`config.mk`:
```
export PLATFORM = sky130hd
export DESIGN_NAME = pscb_cell
export DESIGN_NICKNAME = d
export VERILOG_FILES = /design/src/hdl/pscb_pkg.sv /design/src/hdl/pscb_cell.sv
export SDC_FILE = /design/constraint.sdc
export NUM_CORES = 1
export LEC_CHECK = 0
export BUFFER_PORTS_ARGS = -buffer_cell sky130_fd_sc_hd__buf_2
export CAP_MARGIN = 20
export CORE_UTILIZATION = 45
export CTS_CLUSTER_SIZE = 30
export DETAILED_ROUTE_END_ITERATION = 10
export PLACE_DENSITY = 0.75
export SLEW_MARGIN = 10
export SYNTH_ARGS = -nofsm -noshare
export SYNTH_HDL_FRONTEND = slang
export SYNTH_SLANG_ARGS = --single-unit
```
`constraint.sdc`:
```
create_clock -name clock -period 3.45 [get_ports clock]
set_clock_uncertainty 0.15 [all_clocks]
set_input_delay 0.8625 -clock clock [delete_from_list [all_inputs] [get_ports clock]]
set_output_delay 0.8625 -clock clock [all_outputs]
set_load 0.03 [all_outputs]
```
`src/hdl/pscb_pkg.sv`:
```
`timescale 1ns / 1ps

package pscb_pkg;

   // Default table depth.
   localparam int MAX_ENTRIES_DEF = 64;

   // Shortest valid IP header, in 32-bit words (20 bytes).
   localparam logic [3:0] MIN_HEADER_WORDS = 4'd5;

   localparam logic [31:0] INTERVAL_TICKS_RESET = 32'd1000000;

   // Function codes of an input item.
   localparam logic [1:0] FUNC_LOAD   = 2'd0;
   localparam logic [1:0] FUNC_PACKET = 2'd1;
   localparam logic [1:0] FUNC_DUMP   = 2'd2;

   // Report kinds.
   localparam logic KIND_INTERVAL = 1'b0;
   localparam logic KIND_TOTALS   = 1'b1;

   // Register indexes (byte address / 4).
   localparam logic [2:0] REG_OWN_ADDR        = 3'd0;
   localparam logic [2:0] REG_HOST_COUNT      = 3'd1;
   localparam logic [2:0] REG_UPDATES_ENABLED = 3'd2;
   localparam logic [2:0] REG_INTERVAL_TICKS  = 3'd3;
   localparam logic [2:0] REG_START_TIME      = 3'd4;

   typedef enum logic [2:0] {
      ST_IDLE   = 3'b001,
      ST_UPDATE = 3'b010,
      ST_RUN    = 3'b100
   } state_type;

   typedef struct packed {
      logic [1:0]  func;
      logic [5:0]  entry_index;
      logic [31:0] entry_addr;
      logic [3:0]  header_words;
      logic [31:0] src_addr;
      logic [15:0] pkt_bytes;
      logic [31:0] now_time;
   } req_type;

   typedef struct packed {
      logic        report_kind;
      logic [5:0]  host_index;
      logic [31:0] interval_bytes;
      logic [47:0] total_bytes;
      logic [31:0] elapsed_ticks;
      logic [31:0] report_time;
      logic        last;
   } rsp_type;

   // Contents of one table entry.
   typedef struct packed {
      logic [31:0] addr;
      logic [31:0] ival;
      logic [47:0] total;
   } entry_type;

   // Broadcast control from the sequencer to every cell.
   typedef struct packed {
      logic        load_en;
      logic [5:0]  load_index;
      logic [31:0] load_addr;
      logic        capture_en;
      logic [31:0] src_addr;
      logic [6:0]  host_count;
      logic        count_en;
      logic [15:0] pkt_bytes;
      logic        shift_en;
   } cell_ctrl_type;

endpackage

```
`src/hdl/pscb_cell.sv`:
```
`timescale 1ns / 1ps

module pscb_cell #(
   parameter int INDEX = 0
) (
   input  logic                    clock,
   input  logic                    reset,
   input  pscb_pkg::cell_ctrl_type ctrl,
   input  pscb_pkg::entry_type     nbr_entry,
   input  logic                    above_in,
   output logic                    above_out,
   output pscb_pkg::entry_type     entry
);

   logic [31:0] addr_ff, addr_in;
   logic [31:0] ival_ff, ival_in;
   logic [47:0] total_ff, total_in;
   logic        match_ff, match_in;
   logic        in_use;
   logic        load_hit;
   logic        count_hit;
   logic [32:0] ival_sum;
   logic [48:0] total_sum;

   assign in_use    = 32'(ctrl.host_count) > 32'(INDEX);
   assign load_hit  = ctrl.load_en && (32'(ctrl.load_index) == 32'(INDEX));
   // The highest matching slot takes the packet: lower slots see a match above.
   assign count_hit = ctrl.count_en && match_ff && !above_in;
   assign above_out = above_in || match_ff;

   assign ival_sum  = {1'b0, ival_ff} + 33'(ctrl.pkt_bytes);
   assign total_sum = {1'b0, total_ff} + 49'(ctrl.pkt_bytes);

   always_comb begin
      addr_in  = addr_ff;
      ival_in  = ival_ff;
      total_in = total_ff;
      match_in = match_ff;
      if (load_hit) begin
         addr_in  = ctrl.load_addr;
         ival_in  = '0;
         total_in = '0;
      end else if (count_hit) begin
         ival_in  = ival_sum[32] ? '1 : ival_sum[31:0];
         total_in = total_sum[48] ? '1 : total_sum[47:0];
      end else if (ctrl.shift_en) begin
         addr_in  = nbr_entry.addr;
         ival_in  = nbr_entry.ival;
         total_in = nbr_entry.total;
      end
      if (ctrl.capture_en) begin
         match_in = in_use && (addr_ff == ctrl.src_addr);
      end
   end

   always_ff @(posedge clock) begin
      addr_ff <= addr_in;
   end

   always_ff @(posedge clock) begin
      if (reset) begin
         ival_ff  <= '0;
         total_ff <= '0;
         match_ff <= 1'b0;
      end else begin
         ival_ff  <= ival_in;
         total_ff <= total_in;
         match_ff <= match_in;
      end
   end

   assign entry.addr  = addr_ff;
   assign entry.ival  = ival_ff;
   assign entry.total = total_ff;

endmodule

```
==> impl_metrics.env, run 1 <==
export IMPL_outcome="complete, no violations"
export IMPL_fin_nets=1413
export IMPL_grt_max_degree=39
export IMPL_p_int_w=0.00298
export IMPL_clkLatencyLatePin_ns=0.42
export IMPL_drive_gt1_share_pct=42.0
export IMPL_yosysSeqAreaShare_pct=32.9
export IMPL_clkSinkCount=113
export IMPL_switching_share_pct=30.4
export IMPL_cts_root_buf="clkbuf_16"
export IMPL_setup_tns_ns=0
export IMPL_end_kind="flip-flop"
export IMPL_cp_start_kind="primary input"
export IMPL_final_util_pct=62.7
export IMPL_critPathArrivalTime_ns=3.25
export IMPL_routed_wirelength_um=27000
export IMPL_postCtsSetupBuffers=0
export IMPL_clk_pin_slew_ns=0.05
export IMPL_grt_pass1_wl_um=42200
export IMPL_row_count=47
export IMPL_wl_per_cell_um=19.3
export IMPL_postSynthAreaPerCell_um2=9.62
export IMPL_drv_cap=0
export IMPL_max_slew_margin_pct=33.2
export IMPL_power_density_mw_per_mm2=406
export IMPL_start_util_pct=46.7
export IMPL_min_period_ns=3.14
export IMPL_worstMarginPinSlew_ns=0.998
export IMPL_post_drt_via_cell_ratio=5.79
export IMPL_synth_edf_count=32
export IMPL_dp_hpwl_um=20800
export IMPL_io_pins=325
export IMPL_slew_violations=0
export IMPL_setup_viol=0
export IMPL_cts_resized_gates=0
export IMPL_dieArea_mm2=0.0180
export IMPL_cts_buffers=17
export IMPL_cts_tree="done"
export IMPL_syn_inst=816
export IMPL_power_total_w=0.00428
export IMPL_seq_power_share_pct=36.6
export IMPL_antenna_found_initial=3
export IMPL_crit_type="in -> reg"
export IMPL_htree_levels=4
export IMPL_combPwrFrac_pct=23.8
export IMPL_cp_data_required_time_ns=3.56
export IMPL_ys_warn_count=0
export IMPL_hold_violations=0
export IMPL_dpl_cell_area_mm2=0.00998
export IMPL_async_reset_ff_share_pct=0
export IMPL_r2r_start="total_ff[0]"
export IMPL_syn_num_nets=1062
export IMPL_die_height_um=134
export IMPL_peakVddDrop_uv=362
export IMPL_crit_fanout=8
export IMPL_fillers=1471
export IMPL_clock_fmax_mhz=319
export IMPL_dr_pass1_iters=8
export IMPL_die_w_um=134
export IMPL_vias=8115
export IMPL_synth_seq_cells=113
export IMPL_synth_flop_cell="dfxtp_1"
export IMPL_grtUsageTotal_pct=30.4
export IMPL_power_leakage_nw=4.73
export IMPL_netlist_area_mm2=0.00785
export IMPL_pwr_share_clk_pct=39.6
export IMPL_layout_commonest_cell="buf_2"
export IMPL_hold_path_class="reg -> reg"
export IMPL_postRouteAntennaNets=0
export IMPL_crit_path_start="ctrl[1]"
export IMPL_remaining_drc_errors=0
export IMPL_clock_path_buffers=2
export IMPL_grt_pass1_vias=7760
export IMPL_core_area_mm2=0.0168
export IMPL_rsz0062_at_grt="false"
export IMPL_min_from="ival_ff[13]"
export IMPL_final_cell_mix="buf_2, dfxtp_1, xnor2_1"
export IMPL_hold_slack_ns=0.346
export IMPL_power_switching_w=0.00130
export IMPL_grt_overflow_total=0
export IMPL_synth_distinct_cells=89
export IMPL_cts_hold_buffers=0
export IMPL_routabilityCongestion=0.935
export IMPL_drt_iter0_markers=581
export IMPL_synthToLayoutAreaGrowth_pct=34.4
export IMPL_portBuffers=324
export IMPL_min_period_over_period_pct=90.9
export IMPL_final_cell_area_mm2=0.0105
## routing by layer
metal | GRT usage (%) | share of wire (%) | vias to the layer above
met5 | 0 | 0.089 | -
met4 | 10.3 | 1.9 | 4
met3 | 7.79 | 8.1 | 52
met2 | 47.4 | 46 | 357
met1 | 40.8 | 44 | 3840
li1 | - | - | 3862
## worst paths after layout
path / slack [ns] / end / cells past startpoint
hold / removal: 0.35 / ival_ff[13] / 2
setup reg to reg: 0.56 / total_ff[7] / 11
setup / recovery: 0.31 / total_ff[7] / 12
hold reg to reg: 0.35 / ival_ff[13] / 2
## flip-flops by register name (all words and copies together) (netlist names)
signal	flops
total_ff	48
addr_ff	32
ival_ff	32
match_ff	1
## critical path, cell delays in order
cell	delay, ns
buf_2	0.11
ha_1	0.21
fa_1	0.41
a211oi_1	0.28
o21ai_1	0.16
o211a_1	0.30
o21ai_2	0.19
buf_4	0.16
o31ai_4	0.11
buf_4	0.19
nor2_1	0.19
a211oi_2	0.07
## power by group through the flow
stage | Clock (W) | Sequential, W | Combinational [W]
after floorplan | 0 | 0.00175 | 0.000467
after global placement | 0 | 0.00159 | 0.000995
after detailed placement | 0 | 0.00159 | 0.00101
after CTS | 0.00171 | 0.00157 | 0.00101
after global routing | 0.00179 | 0.00158 | 0.00110
final | 0.00169 | 0.00157 | 0.00102
## kinds of logic (layout without fill, tap and decap cells)
logic type / after synthesis / count (layout) / share of synthesized area [%]
compound gates: 250 / 250 / 24.6
simple gates: 200 / 200 / 13.8
flops: 113 / 113 / 32.9
xor+xnor: 80 / 80 / 8.93
mux: 77 / 77 / 10.4
buf+inv: 62 / 426 / 3.76
fa+ha+maj: 34 / 34 / 5.61
other cells: 0 / 2 / 0
## Yosys cell counts, types with 4 or more instances
master	count	area share, %
edfxtp_1	32	12
a211o_1	5	0.56
and2_1	5	0.40
clkbuf_1	29	1.4
buf_6	4	0.57
o21a_1	4	0.38
mux2i_1	41	5.2
dfxtp_1	81	21
nand4_1	16	1.3
xor2_1	18	2.0
o211ai_1	4	0.38
nand2b_1	4	0.32
nor2_1	36	1.7
nor4_1	10	0.80
a21oi_1	58	3.7
a21o_1	17	1.6
a221oi_1	22	2.5
nor3_1	20	1.3
and3_1	13	1.0
inv_1	15	0.72
o21ai_1	4	0.26
o221ai_1	14	1.6
ha_1	32	5.1
mux2_2	36	5.2
and4_1	5	0.56
a31oi_1	7	0.56
nand3_1	18	1.1
o31ai_1	5	0.48
buf_2	7	0.45
nand2_1	45	2.2
o21ai_0	37	2.4
a221oi_2	17	3.3
xnor2_1	62	6.9
a311oi_1	4	0.45
a211oi_1	13	1.2
## area by class of cell
type	count	area, um^2	area share, %
Tap cell	220	275	2.61
Inverter	15	56.3	0.534
Timing Repair Buffer	379	2080	19.8
Antenna cell	2	5.00	0.0474
Multi-Input combinational cell	641	4980	47.2
Sequential cell	113	2580	24.5
Clock inverter	5	51.3	0.486
Clock buffer	27	513	4.86
## stage by stage
stage / setup slack, ns / cells
floorplan: 0.240 / 816
global placement: -0.00510 / 1368
detailed placement: -0.0682 / 1368
CTS: 0.355 / 1400
global route: 0.0975 / 1401
finish: 0.312 / 1402
No activity file was read; power rests on OpenSTA's default activity.
==> run 2: changes to the inputs <==
==> constraint.sdc (replaced) <==
create_clock -name clock -period 4 [get_ports clock]
set_clock_uncertainty 0.15 [all_clocks]
set_input_delay 1 -clock clock [delete_from_list [all_inputs] [get_ports clock]]
set_output_delay 1 -clock clock [all_outputs]
set_load 0.03 [all_outputs]
==> run 2 against run 1 <==
  * Sequential cell count stayed put
  * Sequential share of layout area grew 0.69 points
  * Critical path depth down 1
  * Clock power is 9% lower
  * Largest cell class unchanged
  * Die area is the same
  * Non-clock buffer count shrank 37
  * First-iteration DRC count is 0.52% higher
==> impl_metrics.env, run 2 (synthesis results as in run 1) <==
export IMPL_reg_top3="total_ff x48, addr_ff x32, ival_ff x32"
export IMPL_critPathBufInv=2
export IMPL_dp_hpwl_um=20100
export IMPL_min_from="ival_ff[13]"
export IMPL_r2r_setup_slack_ns=0.88
export IMPL_synthToLayoutAreaGrowth_pct=30.7
export IMPL_antenna_found_initial=4
export IMPL_cp_data_required_time_ns=4.13
export IMPL_crit_top_cell="a211oi_1"
export IMPL_cts_resized_gates=0
export IMPL_cts_hold_buffers=0
export IMPL_power_density_mw_per_mm2=364
export IMPL_final_util_pct=61.0
export IMPL_hold_path_class="reg -> reg"
export IMPL_cts_root_buf="clkbuf_16"
export IMPL_routabilityCongestion=0.930
export IMPL_diodes=0
export IMPL_rsz0062_at_grt="false"
export IMPL_regMostFlops="total_ff"
export IMPL_clkLatencyLatePin_ns=0.42
export IMPL_crit_type="in -> reg"
export IMPL_worstMarginPinSlew_ns=0.997
export IMPL_whs_path_depth=2
export IMPL_clock_fmax_mhz=288
export IMPL_cts_buffers=17
export IMPL_row_count=47
export IMPL_fillers=1500
export IMPL_r2r_end="total_ff[0]"
export IMPL_fin_nets=1376
export IMPL_portBuffers=324
export IMPL_min_to="ival_ff[13]"
export IMPL_largest_register_ffs=48
export IMPL_cpPeakStageDelay_ns=0.42
export IMPL_grt_pass1_wl_um=40600
export IMPL_core_area_mm2=0.0168
export IMPL_crit_family="compound AO/OA/AOI/OAI gates"
export IMPL_routed_wirelength_um=26400
export IMPL_drt_iter0_markers=584
export IMPL_hold_violations=0
export IMPL_setup_viol=0
export IMPL_start_util_pct=46.7
export IMPL_hold_slack_ns=0.360
export IMPL_multi_input_area_mm2=0.00498
export IMPL_grtUsageTotal_pct=29.1
export IMPL_final_cell_mix="buf_2, dfxtp_1, xnor2_1"
export IMPL_end_kind="flip-flop"
export IMPL_vias=7961
export IMPL_setup_tns_ns=0
export IMPL_grt_overflow_total=0
export IMPL_max_slew_margin_pct=33.3
export IMPL_slowest_stage="fa_1"
export IMPL_cts_tree="done"
export IMPL_remaining_drc_errors=0
export IMPL_wl_per_cell_um=19.4
export IMPL_clk_pin_slew_ns=0.05
export IMPL_post_drt_via_cell_ratio=5.84
export IMPL_crit_fanout=22
export IMPL_min_period_over_period_pct=86.7
export IMPL_grt_pass1_vias=7407
export IMPL_peakVddDrop_uv=301
export IMPL_cp_start_kind="primary input"
export IMPL_r2r_start="total_ff[0]"
export IMPL_dr_pass1_iters=5
export IMPL_worst_r2r_path_depth=10
export IMPL_power_leakage_nw=4.53
export IMPL_min_period_ns=3.47
export IMPL_outcome="complete, no violations"
export IMPL_clkSinkCount=113
export IMPL_postCtsSetupBuffers=0
export IMPL_clock_path_buffers=2
export IMPL_drv_cap=0
export IMPL_slew_violations=0
export IMPL_htree_levels=4
export IMPL_dpl_cell_area_mm2=0.00966
export IMPL_grt_max_degree=37
export IMPL_layout_commonest_cell="buf_2"
export IMPL_dieArea_mm2=0.0180
export IMPL_final_cell_area_mm2=0.0103
export IMPL_seq_area_mm2=0.00258
export IMPL_critPathArrivalTime_ns=3.60
export IMPL_die_height_um=134
export IMPL_die_w_um=134
export IMPL_io_pins=325
export IMPL_postRouteAntennaNets=0
export IMPL_worstPathCellList="buf_2 > ha_1 > fa_1 > a211oi_1 > o21ai_1 > o211a_1 > o21ai_2 > o31a_2 > buf_12 > and3_1 > a211oi_1"
export IMPL_drive_gt1_share_pct=40.4
run 2: where the power goes:
| part | total, W | internal (W) | switching, W | leakage (nW) |
|---|---|---|---|---|
| logic | 0.000851 | 0.000351 | 0.000499 | 3.28 |
| registers | 0.00135 | 0.00126 | 0.0000898 | 0.984 |
| clock network | 0.00153 | 0.000970 | 0.000564 | 0.268 |
run 2: worst max path at each step:
stage               startpoint            to  cells after the start  slack, ns
floorplan              ctrl[1]   ival_ff[27]                     10       0.65
global placement       ctrl[1]  total_ff[23]                     11       0.23
detailed placement     ctrl[1]  total_ff[23]                     11       0.13
CTS                    ctrl[1]  total_ff[23]                     11       0.57
global route           ctrl[1]  total_ff[45]                     11       0.49
finish                 ctrl[1]   total_ff[2]                     11       0.53
run 2: per-layer routing:
metal	GRT usage (%)	wire length, um	share of wire [%]	up-vias
met3	7.29	2140	8.1	44
li1	-	-	-	3800
met5	0	44	0.17	-
met1	39.8	11800	45	3773
met4	9.80	484	1.8	8
met2	44.6	11900	45	336
run 2: final cells by class:
cell class / instances / share of cell area (%)
multi-input cells: 641 / 48.6
inverters: 15 / 0.549
clock inverters: 15 / 1.65
repair buffers: 342 / 17.2
clock buffers: 17 / 4.15
flip-flops and latches: 113 / 25.2
well taps: 220 / 2.68
run 2: metrics by stage:
| step | setup WS [ns] | std cells | total power, W |
|---|---|---|---|
| 4_1_cts | 0.574 | 1363 | 0.00375 |
| 5_1_grt | 0.488 | 1363 | 0.00388 |
| 3_3_place_gp | 0.234 | 1331 | 0.00220 |
| 2_1_floorplan | 0.653 | 816 | 0.00191 |
| 6_report | 0.534 | 1363 | 0.00374 |
| 3_5_place_dp | 0.132 | 1331 | 0.00222 |
run 2: worst register-to-register path: cells and delay by family (launching register included):
family                     cells  cell delay (ns)
DFF                            1             0.38
buffers and inverters          1             0.26
AOI/OAI and AO/OA              6             1.74
and+or+nand+nor                1             0.05
adders and majority gates      2             0.44
==> run 3: changes to the inputs <==
--- a/config.mk
+++ b/config.mk
@@ -5,12 +5,13 @@
 export SDC_FILE = /design/constraint.sdc
 export NUM_CORES = 1
 export LEC_CHECK = 0
+export ABC_AREA = 1
 export BUFFER_PORTS_ARGS = -buffer_cell sky130_fd_sc_hd__buf_2
 export CAP_MARGIN = 20
 export CORE_UTILIZATION = 45
 export CTS_CLUSTER_SIZE = 30
 export DETAILED_ROUTE_END_ITERATION = 10
-export PLACE_DENSITY = 0.75
+export PLACE_DENSITY = 0.71
 export SLEW_MARGIN = 10
 export SYNTH_ARGS = -nofsm -noshare
 export SYNTH_HDL_FRONTEND = slang
==> run 3 against run 2 <==
  * Register-to-register slack improved by 0.35 ns
  * Largest cell class unchanged
  * Highest routed layer unchanged
  * Synthesized cell count increased by 100%
  * Non-clock buffer count decreased by 8
  * Core utilization decreased by 3.1 points
  * Sequential cell count unchanged
  * Global-route usage increased by 2.0 points
  * First-iteration DRC count increased by 21%
  * Via count increased by 45%
  * Sequential share of layout area decreased by 4.1 points
  * Sequential power about the same
  * Critical path type unchanged
  * Combinational power increased by 1%
  * Die area increased by 24%
==> impl_metrics.env, run 3 <==
export IMPL_outcome="complete, no violations"
export IMPL_post_drt_via_cell_ratio=5.09
export IMPL_syn_num_nets=1914
export IMPL_clock_fmax_mhz=319
export IMPL_synth_flop_cell="dfxtp_1"
export IMPL_ys_top_cells_by_area="nand2_1, dfxtp_1, edfxtp_1, nor2_1, inv_1"
export IMPL_fillers=2158
export IMPL_worstMarginPinSlew_ns=0.679
export IMPL_min_from="total_ff[3]"
export IMPL_combPwrFrac_pct=23.4
export IMPL_seq_power_share_pct=36.4
export IMPL_switching_share_pct=33.8
export IMPL_grt_max_degree=129
export IMPL_grt_pass1_wl_um=53800
export IMPL_cts_root_buf="clkbuf_16"
export IMPL_pwr_share_clk_pct=40.2
export IMPL_grt_overflow_total=0
export IMPL_synth_distinct_cells=45
export IMPL_hold_path_class="reg -> reg"
export IMPL_ys_warn_count=0
export IMPL_min_to="total_ff[3]"
export IMPL_synthTopCellsByCount="nand2_1, nor2_1, inv_1"
export IMPL_min_period_over_period_pct=78.4
export IMPL_postRouteAntennaNets=0
export IMPL_place_ws_ns=0.448
export IMPL_grt_pass1_vias=10600
export IMPL_cts_buffers=17
export IMPL_hold_violations=0
export IMPL_synth_seq_cells=113
export IMPL_setup_ws_ns=0.866
export IMPL_die_height_um=150
export IMPL_dp_hpwl_um=28100
export IMPL_final_cell_mix="nand2_1, buf_2, nor2_1"
export IMPL_remaining_drc_errors=0
export IMPL_routabilityCongestion=0.972
export IMPL_clock_path_buffers=2
export IMPL_antenna_found_initial=4
export IMPL_rsz0062_at_grt="false"
export IMPL_synth_most_common_cell="nand2_1"
export IMPL_io_pins=325
export IMPL_reg_top3="total_ff x48, addr_ff x32, ival_ff x32"
export IMPL_r2r_end="ival_ff[10]"
export IMPL_async_reset_ff_share_pct=0
export IMPL_yosysTopAreaCell="nand2_1"
export IMPL_portBuffers=324
export IMPL_row_count=53
export IMPL_regMostFlops="total_ff"
export IMPL_setup_tns_ns=0
export IMPL_drv_cap=0
export IMPL_start_util_pct=46.3
export IMPL_fin_nets=2223
export IMPL_wl_per_cell_um=15.5
export IMPL_clkLatencyLatePin_ns=0.42
export IMPL_power_leakage_nw=6.39
export IMPL_vias=11500
export IMPL_htree_levels=4
export IMPL_power_switching_w=0.00124
export IMPL_r2r_setup_slack_ns=1.23
export IMPL_clk_pin_slew_ns=0.06
export IMPL_power_total_w=0.00367
export IMPL_yosysSeqAreaShare_pct=26.4
export IMPL_grtUsageTotal_pct=31.1
export IMPL_p_int_w=0.00243
export IMPL_postSynthAreaPerCell_um2=5.87
export IMPL_layout_commonest_cell="nand2_1"
export IMPL_drive_gt1_share_pct=22.6
export IMPL_die_w_um=150
export IMPL_crit_path_start="ctrl[1]"
export IMPL_cts_hold_buffers=0
export IMPL_clkSinkCount=113
export IMPL_r2r_start="ival_ff[0]"
export IMPL_end_kind="flip-flop"
export IMPL_synth_edf_count=32
export IMPL_cts_tree="done"
export IMPL_synthToLayoutAreaGrowth_pct=24.9
export IMPL_dr_pass1_iters=5
export IMPL_setup_viol=0
export IMPL_routed_wirelength_um=35100
export IMPL_slew_violations=0
export IMPL_cp_data_required_time_ns=4.17
export IMPL_whs_path_depth=2
export IMPL_cp_start_kind="primary input"
export IMPL_max_slew_margin_pct=54.3
export IMPL_drt_iter0_markers=705
export IMPL_power_density_mw_per_mm2=300
export IMPL_peakVddDrop_uv=282
export IMPL_cts_resized_gates=0
export IMPL_hold_slack_ns=0.336
export IMPL_syn_inst=1668
export IMPL_largest_register_ffs=48
export IMPL_postCtsSetupBuffers=0
export IMPL_critPathArrivalTime_ns=3.30
export IMPL_crit_type="in -> reg"
export IMPL_netlist_area_leader_share_pct=22.1
export IMPL_worst_r2r_path_depth=16
export IMPL_core_area_mm2=0.0212
export IMPL_min_period_ns=3.13
export IMPL_crit_fanout=17
export IMPL_netlist_area_mm2=0.00980
export IMPL_dieArea_mm2=0.0224
-- run 3: cell count changes after synthesis, sizes merged, moves of 15 or more --
cell,previous run,this run
nand2,45,608
inv,15,225
nor2,36,234
nand3,20,109
xnor2,62,15
mux2i,41,0
a221oi,39,1
a21oi,60,96
mux2,36,0
o21ai,42,68
xor2,18,38
a21o,19,0
and3,15,0
or2,5,20
-- run 3: routing by layer --
metal	vias to the layer above	global-route usage [%]	wire [um]
li1	5850	-	-
met1	5195	38.4	15000
met2	438	54.2	16700
met3	55	5.06	2560
met4	2	11.1	935
met5	-	0	10
-- run 3: power by group through the flow --
stage                     Combinational [W]  Sequential (W)  Clock [W]
after floorplan                    0.000421         0.00146          0
after global placement             0.000843         0.00136          0
after detailed placement           0.000852         0.00136          0
after CTS                          0.000859         0.00133    0.00148
after global routing               0.000949         0.00134    0.00153
final                              0.000860         0.00134    0.00147
-- run 3: stage by stage --
stage	area [um^2]	cells	util, %
after floorplan	9800	1668	-
after global placement	11700	2233	55.2
after detailed placement	11700	2233	55.2
after CTS	12200	2265	57.8
after global routing	12200	2266	57.8
final	12200	2268	57.9
-- run 3: logic make-up after synthesis --
logic type	share of synthesized area, %
XOR/XNOR	4.74
buffers and inverters	10.7
AO/OA/AOI/OAI	9.77
flip-flops	26.4
AND/OR/NAND/NOR	43.9
adder cells (fa/ha/maj)	4.49
-- run 3: how the worst max path moves through the flow --
stage                   to  cells after the start  slack (ns)
4_1_cts        ival_ff[10]                     17        0.89
5_1_grt        ival_ff[10]                     17        0.67
3_5_place_dp   ival_ff[10]                     17        0.45
2_1_floorplan   addr_ff[0]                      6        0.33
6_report       ival_ff[10]                     17        0.87
3_3_place_gp   ival_ff[10]                     17        0.50
-- run 3: layout make-up --
class,count,area (um^2),area share (%)
Multi-Input combinational cell,1286,6180,50.5
Sequential cell,113,2580,21.1
Timing Repair Buffer,334,1720,14.1
Inverter,225,850,6.94
Clock buffer,19,443,3.62
Tap cell,275,344,2.81
Clock inverter,13,115,0.940
Antenna cell,3,7.51,0.0613
-- run 3: critical path, stage by stage --
cell and delay [ns]:
buf_2 0.11, ha_1 0.21, fa_1 0.41, nand3_1 0.11, nand3_1 0.14, nand2_1 0.10
nand2_1 0.10, nand2_1 0.09, nand2_2 0.07, nand3_1 0.08, nand2_2 0.20, inv_2 0.33
nand2_1 0.10, nand3_1 0.08, nand2_1 0.05, nand2_1 0.05, inv_1 0.04
